===== config.mk =====
export PLATFORM = sky130hd
export DESIGN_NAME = csv_field_tokenizer
export DESIGN_NICKNAME = d
export VERILOG_FILES = /design/src/rtl/cft_pkg.sv /design/src/rtl/cft_front.sv /design/src/rtl/cft_queue.sv /design/src/rtl/cft_back.sv /design/src/rtl/csv_field_tokenizer.sv
export SDC_FILE = /design/constraint.sdc
export NUM_CORES = 1
export LEC_CHECK = 0
export BUFFER_PORTS_ARGS = -buffer_cell sky130_fd_sc_hd__buf_2
export CAP_MARGIN = 20
export CORE_MARGIN = 2
export CORE_UTILIZATION = 37
export CTS_CLUSTER_DIAMETER = 60
export CTS_CLUSTER_SIZE = 40
export DETAILED_ROUTE_END_ITERATION = 8
export SYNTH_ARGS = -nofsm -noshare
export SYNTH_HDL_FRONTEND = slang
export SYNTH_SLANG_ARGS = --single-unit
export TNS_END_PERCENT = 50

===== constraint.sdc =====
create_clock -name clk_i -period 4.5 [get_ports clk_i]
set_input_delay 1.35 -clock clk_i [delete_from_list [all_inputs] [get_ports clk_i]]
set_output_delay 1.35 -clock clk_i [all_outputs]
set_load 0.02 [all_outputs]

===== src/rtl/cft_pkg.sv =====
`default_nettype none

package cft_pkg;

  // Character width and fixed codes
  localparam int unsigned CharW = 8;
  localparam logic [CharW-1:0] LineFeed = 8'd10;
  localparam logic [CharW-1:0] SepReset = 8'd44;
  localparam logic [CharW-1:0] DelimReset = 8'd34;

  // Configuration register indexes
  localparam int unsigned CfgIdxW = 1;
  localparam logic [CfgIdxW-1:0] CfgSeparator = 1'b0;
  localparam logic [CfgIdxW-1:0] CfgDelimiter = 1'b1;

  // Work queue between front and back
  localparam int unsigned QueueDepth = 4;
  localparam int unsigned QueuePtrW = $clog2(QueueDepth);
  localparam int unsigned QueueCntW = $clog2(QueueDepth + 1);

  // Work word: what one character causes on the result side
  typedef struct packed {
    logic [CharW-1:0] ch;        // character to emit as content
    logic [1:0]       nchar;     // number of content copies, 0 to 2
    logic             mark;      // a mark result follows the content
    logic             field_end;
    logic             record_end;
    logic             dropped;
  } work_t;

endpackage : cft_pkg

`default_nettype wire


===== src/rtl/cft_front.sv =====
`default_nettype none

module cft_front
  import cft_pkg::*;
(
  input  wire logic             clk_i,
  input  wire logic             rst_ni,
  input  wire logic             accept_i,
  input  wire logic [CharW-1:0] in_char_i,
  input  wire logic             final_char_i,
  input  wire logic [CharW-1:0] sep_i,
  input  wire logic [CharW-1:0] delim_i,
  output work_t                 work_o,
  output logic                  has_work_o
);

  typedef enum logic [3:0] {
    SC_START  = 4'b0001,
    SC_PLAIN  = 4'b0010,
    SC_QUOTED = 4'b0100,
    SC_SKIP   = 4'b1000
  } scope_e;

  typedef enum logic [2:0] {
    RUN_NONE = 3'b001,
    RUN_ONE  = 3'b010,
    RUN_MANY = 3'b100
  } run_e;

  scope_e scope_q, scope_d;
  run_e   run_q, run_d;

  logic is_lf, is_sep, is_delim;
  logic [1:0] nchar;
  logic mark, fe, re, dr;

  assign is_lf    = (in_char_i == LineFeed);
  assign is_sep   = (in_char_i == sep_i);
  assign is_delim = (in_char_i == delim_i);

  // Classify the character against the current scope
  always_comb begin
    scope_d = scope_q;
    run_d   = run_q;
    nchar   = 2'd0;
    mark    = 1'b0;
    fe      = 1'b0;
    re      = 1'b0;
    dr      = 1'b0;

    unique case (scope_q)
      SC_PLAIN: begin
        if (is_lf) begin
          mark = 1'b1; fe = 1'b1; re = 1'b1;
          scope_d = SC_START;
        end else if (is_sep) begin
          mark = 1'b1; fe = 1'b1;
          scope_d = SC_START;
        end else begin
          nchar = 2'd1;
        end
      end
      SC_QUOTED: begin
        if ((run_q == RUN_ONE) && !is_delim) begin
          // single pending delimiter closes the field
          mark = 1'b1; fe = 1'b1;
          run_d = RUN_NONE;
          if (is_lf) begin
            re = 1'b1;
            scope_d = SC_START;
          end else if (is_sep) begin
            scope_d = SC_START;
          end else begin
            scope_d = SC_SKIP;
          end
        end else if (is_lf) begin
          nchar = 2'd1;
          run_d = RUN_NONE;
        end else if (is_delim) begin
          unique case (run_q)
            RUN_ONE: begin
              nchar = 2'd2;
              run_d = RUN_MANY;
            end
            RUN_MANY: begin
              nchar = 2'd1;
              run_d = RUN_MANY;
            end
            default: run_d = RUN_ONE;
          endcase
        end else begin
          nchar = 2'd1;
          run_d = RUN_NONE;
        end
      end
      SC_SKIP: begin
        if (is_lf) begin
          mark = 1'b1; re = 1'b1;
          scope_d = SC_START;
        end else if (is_sep) begin
          scope_d = SC_START;
        end
      end
      default: begin
        if (is_lf) begin
          mark = 1'b1; re = 1'b1;
        end else if (is_delim) begin
          scope_d = SC_QUOTED;
          run_d   = RUN_MANY;
        end else if (is_sep) begin
          mark = 1'b1; fe = 1'b1;
        end else begin
          nchar = 2'd1;
          scope_d = SC_PLAIN;
        end
      end
    endcase

    // Close out the input on its last character; marks merge into one word
    if (final_char_i) begin
      unique case (scope_d)
        SC_PLAIN: begin
          mark = 1'b1; fe = 1'b1; re = 1'b1;
        end
        SC_QUOTED: begin
          mark = 1'b1; re = 1'b1;
          if (run_d == RUN_ONE) begin
            fe = 1'b1;
          end else begin
            dr = 1'b1;
          end
        end
        SC_SKIP: begin
          mark = 1'b1; re = 1'b1;
        end
        default: begin
          if (!is_lf) begin
            mark = 1'b1; re = 1'b1;
          end
        end
      endcase
      scope_d = SC_START;
      run_d   = RUN_NONE;
    end
  end

  assign work_o = '{ch: in_char_i, nchar: nchar, mark: mark,
                    field_end: fe, record_end: re, dropped: dr};
  assign has_work_o = (nchar != 2'd0) || mark;

  // Advance scope on each accepted character
  always_ff @(posedge clk_i or negedge rst_ni) begin
    if (!rst_ni) begin
      scope_q <= SC_START;
      run_q   <= RUN_NONE;
    end else if (accept_i) begin
      scope_q <= scope_d;
      run_q   <= run_d;
    end
  end

endmodule : cft_front

`default_nettype wire


===== src/rtl/cft_queue.sv =====
`default_nettype none

module cft_queue
  import cft_pkg::*;
(
  input  wire logic  clk_i,
  input  wire logic  rst_ni,
  input  wire logic  wr_en_i,
  input  wire work_t wr_word_i,
  input  wire logic  rd_en_i,
  output work_t      rd_word_o,
  output logic       full_o,
  output logic       empty_o
);

  work_t mem_q [QueueDepth];

  logic [QueuePtrW-1:0] wr_ptr_q, rd_ptr_q;
  logic [QueueCntW-1:0] count_q;
  logic                 do_wr, do_rd;

  assign full_o    = (count_q == QueueCntW'(QueueDepth));
  assign empty_o   = (count_q == '0);
  assign do_wr     = wr_en_i && !full_o;
  assign do_rd     = rd_en_i && !empty_o;
  assign rd_word_o = mem_q[rd_ptr_q];

  // Store words
  always_ff @(posedge clk_i) begin
    if (do_wr) begin
      mem_q[wr_ptr_q] <= wr_word_i;
    end
  end

  // Track pointers and fill level
  always_ff @(posedge clk_i or negedge rst_ni) begin
    if (!rst_ni) begin
      wr_ptr_q <= '0;
      rd_ptr_q <= '0;
      count_q  <= '0;
    end else begin
      if (do_wr) begin
        wr_ptr_q <= wr_ptr_q + QueuePtrW'(1);
      end
      if (do_rd) begin
        rd_ptr_q <= rd_ptr_q + QueuePtrW'(1);
      end
      if (do_wr && !do_rd) begin
        count_q <= count_q + QueueCntW'(1);
      end else if (do_rd && !do_wr) begin
        count_q <= count_q - QueueCntW'(1);
      end
    end
  end

endmodule : cft_queue

`default_nettype wire


===== src/rtl/cft_back.sv =====
`default_nettype none

module cft_back
  import cft_pkg::*;
(
  input  wire logic             clk_i,
  input  wire logic             rst_ni,
  input  wire logic             q_empty_i,
  input  wire work_t            q_word_i,
  output logic                  q_pop_o,
  output logic                  empty_o,
  input  wire logic             pop_i,
  output logic [CharW-1:0]      out_char_o,
  output logic                  char_valid_o,
  output logic                  field_end_o,
  output logic                  record_end_o,
  output logic                  field_dropped_o,
  output logic                  last_of_run_o
);

  work_t      word_q;
  logic [1:0] cnt_q;
  logic       busy_q;
  logic       is_char, is_last, take, load;

  assign is_char = (cnt_q != 2'd0);
  assign is_last = !is_char || ((cnt_q == 2'd1) && !word_q.mark);
  assign take    = pop_i && busy_q;
  assign load    = !q_empty_i && (!busy_q || (take && is_last));
  assign q_pop_o = load;
  assign empty_o = !busy_q;

  // Present the current result from the held word
  assign out_char_o      = is_char ? word_q.ch : '0;
  assign char_valid_o    = is_char;
  assign field_end_o     = !is_char && word_q.field_end;
  assign record_end_o    = !is_char && word_q.record_end;
  assign field_dropped_o = !is_char && word_q.dropped;
  assign last_of_run_o   = is_last;

  // Hold the word payload
  always_ff @(posedge clk_i) begin
    if (load) begin
      word_q <= q_word_i;
    end
  end

  // Step through the results of the held word
  always_ff @(posedge clk_i or negedge rst_ni) begin
    if (!rst_ni) begin
      busy_q <= 1'b0;
      cnt_q  <= 2'd0;
    end else if (load) begin
      busy_q <= 1'b1;
      cnt_q  <= q_word_i.nchar;
    end else if (take) begin
      if (is_last) begin
        busy_q <= 1'b0;
      end else begin
        cnt_q <= cnt_q - 2'd1;
      end
    end
  end

endmodule : cft_back

`default_nettype wire


===== src/rtl/csv_field_tokenizer.sv =====
// Channel  | Handshake                  | Payload
// ---------+----------------------------+-------------------------------------------
// input    | push / full                | in_char_i, final_char_i
// result   | empty / pop                | out_char_o, char_valid_o, field_end_o,
//          |                            | record_end_o, field_dropped_o, last_of_run_o
// config   | cfg_valid_i / cfg_ready_o  | cfg_index_i, cfg_data_i
//
// One character per cycle is accepted unless full; it is classified in that cycle.
// Each character yields 0 to 3 results, handed out one per cycle while pop is high.
// A four-word queue between front and back raises full when the back falls behind.
// Reset returns the scope to field start and the registers to comma and double quote.
// Config writes are always ready and take effect on the next character.
`default_nettype none

module csv_field_tokenizer
  import cft_pkg::*;
(
  input  wire logic                 clk_i,
  input  wire logic                 rst_ni,
  input  wire logic                 push,
  output logic                      full,
  input  wire logic [CharW-1:0]     in_char_i,
  input  wire logic                 final_char_i,
  output logic                      empty,
  input  wire logic                 pop,
  output logic [CharW-1:0]          out_char_o,
  output logic                      char_valid_o,
  output logic                      field_end_o,
  output logic                      record_end_o,
  output logic                      field_dropped_o,
  output logic                      last_of_run_o,
  input  wire logic                 cfg_valid_i,
  output logic                      cfg_ready_o,
  input  wire logic [CfgIdxW-1:0]   cfg_index_i,
  input  wire logic [CharW-1:0]     cfg_data_i
);

  logic [CharW-1:0] sep_q, delim_q;
  logic             accept, has_work, q_empty, q_pop;
  work_t            front_word, q_word;

  assign cfg_ready_o = 1'b1;
  assign accept      = push && !full;

  // Write configuration registers
  always_ff @(posedge clk_i or negedge rst_ni) begin
    if (!rst_ni) begin
      sep_q   <= SepReset;
      delim_q <= DelimReset;
    end else if (cfg_valid_i && cfg_ready_o) begin
      unique case (cfg_index_i)
        CfgSeparator: sep_q   <= cfg_data_i;
        CfgDelimiter: delim_q <= cfg_data_i;
        default: ;
      endcase
    end
  end

  cft_front u_front (
    .clk_i        (clk_i),
    .rst_ni       (rst_ni),
    .accept_i     (accept),
    .in_char_i    (in_char_i),
    .final_char_i (final_char_i),
    .sep_i        (sep_q),
    .delim_i      (delim_q),
    .work_o       (front_word),
    .has_work_o   (has_work)
  );

  cft_queue u_queue (
    .clk_i     (clk_i),
    .rst_ni    (rst_ni),
    .wr_en_i   (accept && has_work),
    .wr_word_i (front_word),
    .rd_en_i   (q_pop),
    .rd_word_o (q_word),
    .full_o    (full),
    .empty_o   (q_empty)
  );

  cft_back u_back (
    .clk_i           (clk_i),
    .rst_ni          (rst_ni),
    .q_empty_i       (q_empty),
    .q_word_i        (q_word),
    .q_pop_o         (q_pop),
    .empty_o         (empty),
    .pop_i           (pop),
    .out_char_o      (out_char_o),
    .char_valid_o    (char_valid_o),
    .field_end_o     (field_end_o),
    .record_end_o    (record_end_o),
    .field_dropped_o (field_dropped_o),
    .last_of_run_o   (last_of_run_o)
  );

endmodule : csv_field_tokenizer

`default_nettype wire


==> results.sh, run 1 <==
export IMPL_synth_top_area_share_pct=44.8
export IMPL_worst_setup_path_start_kind="input port"
export IMPL_synth_area_um2=4560
export IMPL_top_usage_layer="met2"
export IMPL_power_density_nw_per_um2=596
export IMPL_synth_edf_count=68
export IMPL_numPortBuffers=37
export IMPL_tns_ns=0
export IMPL_wl_per_cell_um=16.4
export IMPL_drv_slew=0
export IMPL_seq_area_um2=2880
export IMPL_grt_overflow=0
export IMPL_worst_ep_arrival_time_ns=4.11
export IMPL_synthArstFlopShare_pct=32.7
export IMPL_ys_seq_elements=101
export IMPL_cp_max_fo=7
export IMPL_gp_congestion=0.855
export IMPL_holdWs_ns=0.508
export IMPL_start_util_pct=37.9
export IMPL_gr_usage_met2_pct=22.4
export IMPL_num_vias=2628
export IMPL_fin_area_um2=5250
export IMPL_grt_max_degree=34
export IMPL_regToRegEndpoint="u_queue.count_q[2]"
export IMPL_synthTopCellsByArea="edfxtp_1 45%, dfrtp_1 14%, mux4_2 6.9%, mux2_2 4.2%, dfstp_2 4.0%"
export IMPL_n_antenna_cell=0
export IMPL_final_common_cell="edfxtp_1"
export IMPL_layout_common_cells="68 x edfxtp_1, 37 x buf_2, 26 x dfrtp_1, 17 x mux2_2, 15 x nor2_1"
export IMPL_maxCapViolations=0
export IMPL_cts_sinks=101
export IMPL_r2r_start="delim_q[5]"
export IMPL_reg2regPathDepth=12
export IMPL_fin_nets=382
export IMPL_root_buffer="clkbuf_16"
export IMPL_worstPathRequired_ns=4.73
export IMPL_fin_crit_ns=3.88
export IMPL_skew_ns=0.00958
export IMPL_met3_usage_pct=2.37
export IMPL_dr_pass1_iters=4
export IMPL_netlist_cell_type_count=55
export IMPL_antenna_found_initial=0
export IMPL_setup_viol=0
export IMPL_cts_tree="done"
export IMPL_hold_viol=0
export IMPL_hp_start="u_queue.count_q[2]"
export IMPL_fill_cells=1114
export IMPL_drtAntennaViolNets=0
export IMPL_finalWirelength_mm=8.24
export IMPL_r2r_setup_slack_ns=1.30
export IMPL_layout_drive_gt1_share_pct=30.1
export IMPL_die_h_um=115
export IMPL_grt_use_total_pct=13.5
export IMPL_clk_path_buf_depth=2
export IMPL_p_leak_nw=1.98
export IMPL_status="finished, final reports clean"
export IMPL_num_rows=40
export IMPL_routed_via_density=5.22
export IMPL_fin_crit_sh_pct=86.2
export IMPL_post_dp_cell_area_um2=4940
export IMPL_ys_warnings_count=0
export IMPL_grt_pass1_vias=2631
export IMPL_cts_hold_buffers=0
export IMPL_min_path_cells=1
export IMPL_synth_top_area_cell="edfxtp_1"
export IMPL_use_met1_pct=17.9
export IMPL_cts_buffers_inserted=9
export IMPL_hold_end="u_queue.count_q[2]"
export IMPL_endpoint_kind="register"
export IMPL_hold_class="reg2reg"
export IMPL_dieArea_um2=13200
export IMPL_grt_pass1_wl_mm=13.7
export IMPL_dp_cells=487
export IMPL_ys_seq_area_share_pct=63.1
export IMPL_path_clk_slew_ns=0.07
export IMPL_max_vdd_ir_drop_uv=214
export IMPL_power_mw=3.13
export IMPL_clkLatencyLatePin_ns=0.34
export IMPL_fp_coreArea_um2=12000
export IMPL_cts_htree_levels=3
export IMPL_post_cts_resized=0
export IMPL_final_cells=503
export IMPL_rsz0062_at_grt="false"
export IMPL_syn_avg_cell_area_um2=15.0
export IMPL_syn_nets=335
export IMPL_synth_ff_type="edfxtp_1"
export IMPL_tightest_slew_ns=0.955
export IMPL_drtIter0Drc=177
export IMPL_postCtsSetupBuffers=0
export IMPL_dieWidth_um=115
export IMPL_critPathKind="in2reg"
export IMPL_hpwl_mm=5.69
export IMPL_multiInputGateArea_um2=1580
export IMPL_timing_fmax_mhz=258
export IMPL_slew_headroom_pct=36.3
export IMPL_drc_errors=0
export IMPL_syn_instance_count=304
export IMPL_ios=39
export IMPL_synthToLayoutAreaGrowth_pct=15.3
==> registers in the layout, indices dropped and copies added, names as in the netlist <==
signal            count
u_queue.mem_q        56
u_front.scope_q       4
u_back.busy_q         1
u_queue.wr_ptr_q      2
sep_q                 8
u_queue.count_q       3
delim_q               8
u_front.run_q         3
u_queue.rd_ptr_q      2
u_back.cnt_q          2
u_back.word_q        12
==> critical path: stages <==
cell      delay (ns)
buf_2           0.15
xor2_1          0.19
nor4_4          0.37
nand3_1         0.16
o221ai_1        0.21
o21ai_0         0.28
o31a_4          0.47
ha_1            0.21
inv_1           0.08
fa_1            0.38
mux2_2          0.27
==> metal layers <==
metal	wire length [µm]	part of all wire [%]	vias up
li1	-	-	1227
met1	3810	46	1323
met2	3980	48	66
met3	330	4.0	12
met4	123	1.5	0
met5	0	0	-
==> metrics by stage <==
stage	setup slack [ns]	utilization, %
2_1_floorplan	0.588	-
3_3_place_gp	0.331	41.2
3_5_place_dp	0.286	41.2
4_1_cts	0.610	43.7
5_1_grt	0.474	43.7
6_report	0.620	43.7
==> worst max-delay path by stage <==
stage	start	to	slack (ns)	cells past startpoint
2_1_floorplan	in_char_i[5]	u_queue.count_q[1]	0.59	11
3_3_place_gp	in_char_i[5]	u_queue.count_q[1]	0.33	11
6_report	in_char_i[5]	u_queue.count_q[1]	0.62	11
3_5_place_dp	in_char_i[5]	u_queue.count_q[1]	0.29	11
5_1_grt	in_char_i[5]	u_queue.count_q[1]	0.47	11
4_1_cts	in_char_i[5]	u_queue.count_q[1]	0.61	11
==> cell usage after synthesis (2+ instances only) <==
library cell and count:
a211o_1 2, a211oi_1 2, a21o_1 2, a21oi_1 6, a22o_1 3, a31oi_1 4
and2_1 10, buf_2 2, clkbuf_1 6, dfrtp_1 26, dfstp_2 7, edfxtp_1 68
ha_1 7, inv_1 11, mux2_2 17, mux4_2 14, nand2_1 13, nand2b_1 2
nand3_1 4, nand3b_1 2, nand4_1 2, nor2_1 15, nor2b_1 11, nor3_1 3
nor4_4 2, o211ai_1 2, o21ai_0 9, o31ai_1 2, xnor2_1 12, xor2_1 13
==> kinds of logic after synthesis <==
logic type | count (synthesis) | synth area share (%)
fa+ha+maj | 8 | 2.36
simple gates | 71 | 8.95
xor+xnor | 25 | 4.81
other cells | 1 | 0.0823
compound gates | 43 | 6.87
flops | 101 | 63.1
buf+inv | 22 | 2.11
mux | 33 | 11.7
==> power by group <==
group	internal (mW)	total, mW	switching, mW	leakage, nW
Clock	0.443	0.789	0.346	0.148
Sequential	1.28	1.44	0.162	1.00
Combinational	0.422	0.894	0.473	0.828
Total	2.15	3.13	0.980	1.98
==> area by class of cell <==
cell class | count | share of cell area, %
sequential | 101 | 54.8
tap | 147 | 3.50
clock inverter | 6 | 1.48
timing repair buffer | 47 | 4.96
inverter | 11 | 0.786
clock buffer | 10 | 4.36
multi-input combinational | 181 | 30.1
Note: power is estimated with default switching activity, not from simulation.
==> run 2: changes to the inputs <==
--- a/config.mk
+++ b/config.mk
@@ -7,11 +7,15 @@
 export LEC_CHECK = 0
 export BUFFER_PORTS_ARGS = -buffer_cell sky130_fd_sc_hd__buf_2
 export CAP_MARGIN = 20
+export CELL_PAD_IN_SITES_DETAIL_PLACEMENT = 1
+export CELL_PAD_IN_SITES_GLOBAL_PLACEMENT = 2
 export CORE_MARGIN = 2
 export CORE_UTILIZATION = 37
+export CTS_BUF_LIST = sky130_fd_sc_hd__clkbuf_4 sky130_fd_sc_hd__clkbuf_8
 export CTS_CLUSTER_DIAMETER = 60
 export CTS_CLUSTER_SIZE = 40
 export DETAILED_ROUTE_END_ITERATION = 8
+export PLACE_DENSITY_LB_ADDON = 0.1
 export SYNTH_ARGS = -nofsm -noshare
 export SYNTH_HDL_FRONTEND = slang
 export SYNTH_SLANG_ARGS = --single-unit
==> run 2 against run 1 <==
Sequential share of layout area grew 1.1 points. Worst hold slack gained 0.011 ns. Critical endpoint is now u_queue.count_q[2]. Highest routed layer unchanged. Total power is 7.6% lower. Cell area down 2.0%.
==> results.sh, run 2 (same netlist as run 1, synthesis figures left out) <==
export IMPL_status="finished, final reports clean"
export IMPL_fin_crit_ns=3.92
export IMPL_cp_max_fo=7
export IMPL_largest_reg_flops=56
export IMPL_dieArea_um2=13200
export IMPL_slew_headroom_pct=35.6
export IMPL_setup_viol=0
export IMPL_start_util_pct=37.9
export IMPL_drv_slew=0
export IMPL_dieWidth_um=115
export IMPL_hpwl_mm=6.62
export IMPL_finalWirelength_mm=9.03
export IMPL_fin_area_um2=5150
export IMPL_hold_class="reg2reg"
export IMPL_n_antenna_cell=0
export IMPL_post_dp_cell_area_um2=4970
export IMPL_path_clk_slew_ns=0.09
export IMPL_cts_tree="done"
export IMPL_wl_per_cell_um=17.8
export IMPL_post_cts_resized=0
export IMPL_grt_pass1_wl_mm=14.8
export IMPL_critPathKind="in2reg"
export IMPL_drtIter0Drc=107
export IMPL_ios=39
export IMPL_grt_overflow=0
export IMPL_antenna_found_initial=0
export IMPL_drtAntennaViolNets=0
export IMPL_maxCapViolations=0
export IMPL_num_rows=40
export IMPL_fin_nets=386
export IMPL_gp_congestion=0.716
export IMPL_final_common_cell="edfxtp_1"
export IMPL_skew_ns=0.0102
export IMPL_seq_area_um2=2880
export IMPL_worst_setup_path_start_kind="input port"
export IMPL_multiInputGateArea_um2=1580
export IMPL_grt_max_degree=34
export IMPL_fp_coreArea_um2=12000
export IMPL_use_met1_pct=20.2
export IMPL_grt_use_total_pct=14.9
export IMPL_tightest_slew_ns=0.965
export IMPL_power_density_nw_per_um2=561
export IMPL_timing_fmax_mhz=255
export IMPL_numPortBuffers=37
export IMPL_worstPathRequired_ns=4.78
export IMPL_postCtsSetupBuffers=0
export IMPL_grt_pass1_vias=2778
export IMPL_endpoint_kind="register"
export IMPL_top_register="u_queue.mem_q"
export IMPL_hold_viol=0
export IMPL_max_vdd_ir_drop_uv=176
export IMPL_p_leak_nw=1.94
export IMPL_tns_ns=0
export IMPL_rsz0062_at_grt="false"
export IMPL_cts_buffers_inserted=9
export IMPL_cts_sinks=101
export IMPL_root_buffer="clkbuf_8"
export IMPL_routed_via_density=5.10
export IMPL_met3_usage_pct=3.11
export IMPL_dr_pass1_iters=4
export IMPL_num_vias=2585
export IMPL_cts_hold_buffers=0
export IMPL_reg_top3="u_queue.mem_q x56, u_back.word_q x12"
export IMPL_die_h_um=115
export IMPL_worst_ep_arrival_time_ns=4.20
export IMPL_drc_errors=0
export IMPL_layout_drive_gt1_share_pct=31.1
export IMPL_clkLatencyLatePin_ns=0.35
export IMPL_synthToLayoutAreaGrowth_pct=13.0
export IMPL_fin_crit_sh_pct=87.1
export IMPL_top_usage_layer="met2"
export IMPL_gr_usage_met2_pct=23.8
export IMPL_clk_path_buf_depth=2
export IMPL_fill_cells=1242
export IMPL_cts_htree_levels=3
export IMPL_layout_common_cells="68 x edfxtp_1, 37 x buf_2, 26 x dfrtp_1, 17 x mux2_2, 15 x nor2_1"
-- run 2: changes by cell type in the layout (fill, tap and decap cells not counted), sizes merged --
cell    delta
buf        +4
inv        -3
clkbuf     +2
clkinv     +2
bufinv     -1
-- run 2: path summary, 6_finish.rpt --
path,start,slack (ns),cells after the start,to
setup / recovery,in_char_i[6],0.58,13,u_queue.count_q[2]
hold / removal,u_queue.count_q[2],0.52,1,u_queue.count_q[2]
setup reg to reg,delim_q[5],1.24,12,u_queue.count_q[2]
hold reg to reg,u_queue.count_q[2],0.52,1,u_queue.count_q[2]
max in group asynchronous,rst_ni,2.88,1,u_back.busy_q
min in group asynchronous,rst_ni,1.09,1,u_queue.rd_ptr_q[0]
-- run 2: worst max-delay path: stages --
cell,delay [ns]
buf_2,0.19
xor2_1,0.26
nor4_4,0.09
and2_1,0.19
o21a_1,0.19
o21ai_0,0.54
o31a_4,0.29
ha_1,0.19
inv_1,0.07
fa_1,0.43
xor2_1,0.15
nor2_1,0.11
xor2_1,0.14
-- run 2: metrics by stage --
stage / cells / hold slack (ns) / util, % / power, mW / setup slack, ns
2_1_floorplan: 304 / 0.468 / - / 2.10 / 0.588
3_3_place_gp: 491 / 0.485 / 41.4 / 2.40 / 0.286
3_5_place_dp: 491 / 0.500 / 41.4 / 2.42 / 0.168
4_1_cts: 507 / 0.514 / 42.9 / 2.95 / 0.551
5_1_grt: 507 / 0.555 / 42.9 / 3.09 / 0.287
6_report: 507 / 0.520 / 42.9 / 2.89 / 0.580
-- run 2: area by class of cell --
class	instances	share of cell area (%)
clock buffer	12	2.84
sequential	101	55.9
timing repair buffer	51	5.64
inverter	11	0.802
multi-input combinational	181	30.7
clock inverter	4	0.510
tap	147	3.57
-- run 2: report_power, final --
part           switching [mW]  total (mW)  internal [mW]
logic                   0.487       0.921          0.435
registers               0.168        1.45           1.28
clock network           0.298       0.518          0.221
total                   0.953        2.89           1.94
-- run 2: metal layers --
layer  wire length [µm]  part of all wire, %
met1               4330                   48
met2               4370                   48
met3                215                  2.4
met4                112                  1.2
met5                  0                    0
==> run 3: changes to the inputs <==
--- a/config.mk
+++ b/config.mk
@@ -10,11 +10,12 @@
 export CELL_PAD_IN_SITES_DETAIL_PLACEMENT = 1
 export CELL_PAD_IN_SITES_GLOBAL_PLACEMENT = 2
 export CORE_MARGIN = 2
-export CORE_UTILIZATION = 37
+export CORE_UTILIZATION = 40
 export CTS_BUF_LIST = sky130_fd_sc_hd__clkbuf_4 sky130_fd_sc_hd__clkbuf_8
 export CTS_CLUSTER_DIAMETER = 60
 export CTS_CLUSTER_SIZE = 40
 export DETAILED_ROUTE_END_ITERATION = 8
+export GPL_ROUTABILITY_DRIVEN = 0
 export PLACE_DENSITY_LB_ADDON = 0.1
 export SYNTH_ARGS = -nofsm -noshare
 export SYNTH_HDL_FRONTEND = slang
==> constraint.sdc (replaced) <==
create_clock -name clk_i -period 3.6 [get_ports clk_i]
set_input_delay 1.08 -clock clk_i [delete_from_list [all_inputs] [get_ports clk_i]]
set_output_delay 1.08 -clock clk_i [all_outputs]
set_load 0.02 [all_outputs]
==> run 3 against run 2 <==
Clock skew fell by 0.0011 ns. Clock-buffer cell count down 2. Sequential power is 23% higher. Cell count increased by 2.4%. Combinational power is 38% higher. Register-to-register slack got worse by 0.67 ns. Worst hold slack got worse by 0.0078 ns. Critical endpoint is now u_queue.count_q[1]. Largest power group unchanged. Die area fell by 7.2%. Cell area is 4.9% higher. Critical path type unchanged. First-iteration DRC count increased by 51%.
==> results.sh, run 3 (same netlist as run 1, synthesis figures left out) <==
export IMPL_endpoint_kind="register"
export IMPL_fp_coreArea_um2=11000
export IMPL_root_buffer="clkbuf_8"
export IMPL_dp_cells=502
export IMPL_grt_pass1_vias=2857
export IMPL_tns_ns=0
export IMPL_path_clk_slew_ns=0.10
export IMPL_crit_family="compound AO/OA/AOI/OAI gates"
export IMPL_maxCapViolations=0
export IMPL_reg_top3="u_queue.mem_q x56, u_back.word_q x12"
export IMPL_slew_headroom_pct=44.8
export IMPL_max_vdd_ir_drop_uv=362
export IMPL_largest_reg_flops=56
export IMPL_die_h_um=111
export IMPL_grt_max_degree=34
export IMPL_finish_utilization_pct=49.2
export IMPL_worst_setup_path_start_kind="input port"
export IMPL_start_util_pct=41.5
export IMPL_cts_sinks=101
export IMPL_r2r_setup_slack_ns=0.57
export IMPL_hold_class="reg2reg"
export IMPL_final_cells=519
export IMPL_fin_nets=405
export IMPL_finalWirelength_mm=9.42
export IMPL_min_path_cells=1
export IMPL_cp_max_fo=4
export IMPL_routed_via_density=5.15
export IMPL_power_mw=3.87
export IMPL_skew_ns=0.00907
export IMPL_p_leak_nw=2.08
export IMPL_hp_start="u_queue.count_q[2]"
export IMPL_wl_per_cell_um=18.1
export IMPL_grt_overflow=0
export IMPL_clkLatencyLatePin_ns=0.37
export IMPL_layout_drive_gt1_share_pct=35.1
export IMPL_dieWidth_um=111
export IMPL_drtIter0Drc=162
export IMPL_critPathMaxStageDelay_ns=0.37
export IMPL_critical_path_buf_inv_count=2
export IMPL_ios=39
export IMPL_hpwl_mm=6.70
export IMPL_numPortBuffers=37
export IMPL_layout_common_cells="68 x edfxtp_1, 37 x buf_2, 28 x buf_4, 26 x dfrtp_1, 17 x mux2_2"
export IMPL_cts_htree_levels=3
export IMPL_post_cts_resized=0
export IMPL_antenna_found_initial=0
export IMPL_reg2regPathDepth=11
export IMPL_num_vias=2675
export IMPL_cts_buffers_inserted=9
export IMPL_hold_viol=0
export IMPL_setup_viol=0
export IMPL_cpMaxStageDelayCell="nor4_4"
export IMPL_n_antenna_cell=0
export IMPL_cts_tree="done"
export IMPL_rsz0062_at_grt="false"
export IMPL_status="finished, final reports clean"
export IMPL_clk_path_buf_depth=2
export IMPL_drv_slew=0
export IMPL_hold_end="u_queue.count_q[2]"
export IMPL_cts_hold_buffers=0
export IMPL_holdWs_ns=0.512
export IMPL_dr_pass1_iters=4
export IMPL_drc_errors=0
export IMPL_power_density_nw_per_um2=716
export IMPL_top_register="u_queue.mem_q"
export IMPL_fin_crit_ns=3.35
export IMPL_postCtsSetupBuffers=0
export IMPL_dieArea_um2=12300
export IMPL_tightest_slew_ns=0.827
export IMPL_regToRegEndpoint="u_queue.count_q[2]"
export IMPL_final_common_cell="edfxtp_1"
export IMPL_grt_use_total_pct=16.3
export IMPL_crit_chain="buf_2, xor2_1, nor4_4, and3_1, o21ai_4, a211o_1, o31a_4, ha_4, inv_2, fa_1, mux2_2"
export IMPL_fill_cells=1119
export IMPL_num_rows=38
export IMPL_fin_crit_sh_pct=93.0
export IMPL_r2r_start="u_front.scope_q[1]"
export IMPL_worstPathRequired_ns=3.86
export IMPL_worst_ep_arrival_time_ns=3.61
export IMPL_critPathKind="in2reg"
export IMPL_grt_pass1_wl_mm=15.4
export IMPL_drtAntennaViolNets=0
export IMPL_synthToLayoutAreaGrowth_pct=18.6
export IMPL_timing_fmax_mhz=299
[run 3: cell types whose count changed in the layout (fill, tap and decap cells not counted), sizes merged]
cell      delta
clkbuf       -2
clkinv       -1
clkinvlp     -1
buf         +19
bufinv       +2
inv          +2
[run 3: layout make-up]
cell class | instances | area, µm² | area share [%]
Timing Repair Buffer | 70 | 490 | 9.08
Inverter | 11 | 41.3 | 0.764
Multi-Input combinational cell | 181 | 1600 | 29.5
Clock buffer | 10 | 131 | 2.43
Sequential cell | 101 | 2880 | 53.3
Tap cell | 140 | 175 | 3.24
Clock inverter | 6 | 91.3 | 1.69
[run 3: through the flow]
step	cell area (µm²)	worst slack (ns)
after floorplan	4570	0.00350
after global placement	5160	-0.106
after detailed placement	5160	-0.138
after CTS	5390	0.255
after global routing	5400	0.137
final	5400	0.254
[run 3: worst max-delay path by stage]
stage	from	to	depth (start not counted)
detailed placement	in_char_i[3]	u_queue.count_q[1]	11
finish	in_char_i[1]	u_queue.count_q[1]	11
global route	in_char_i[0]	u_queue.mem_q[0][2]	10
floorplan	in_char_i[1]	u_queue.count_q[1]	11
CTS	in_char_i[3]	u_queue.count_q[1]	11
global placement	in_char_i[3]	u_queue.count_q[1]	11
[run 3: where the power goes]
part | total, mW | internal [mW] | leakage, nW | switching (mW)
Sequential | 1.79 | 1.60 | 1.00 | 0.188
Clock | 0.807 | 0.406 | 0.115 | 0.401
Combinational | 1.27 | 0.621 | 0.960 | 0.649
[run 3: per-layer routing]
layer | GRT usage [%] | vias up | share of wire (%)
met5 | 0 | - | 0
met4 | 5.75 | 0 | 1.1
met3 | 2.84 | 8 | 2.3
met2 | 26.7 | 40 | 50
met1 | 22.0 | 1358 | 46
li1 | - | 1269 | -
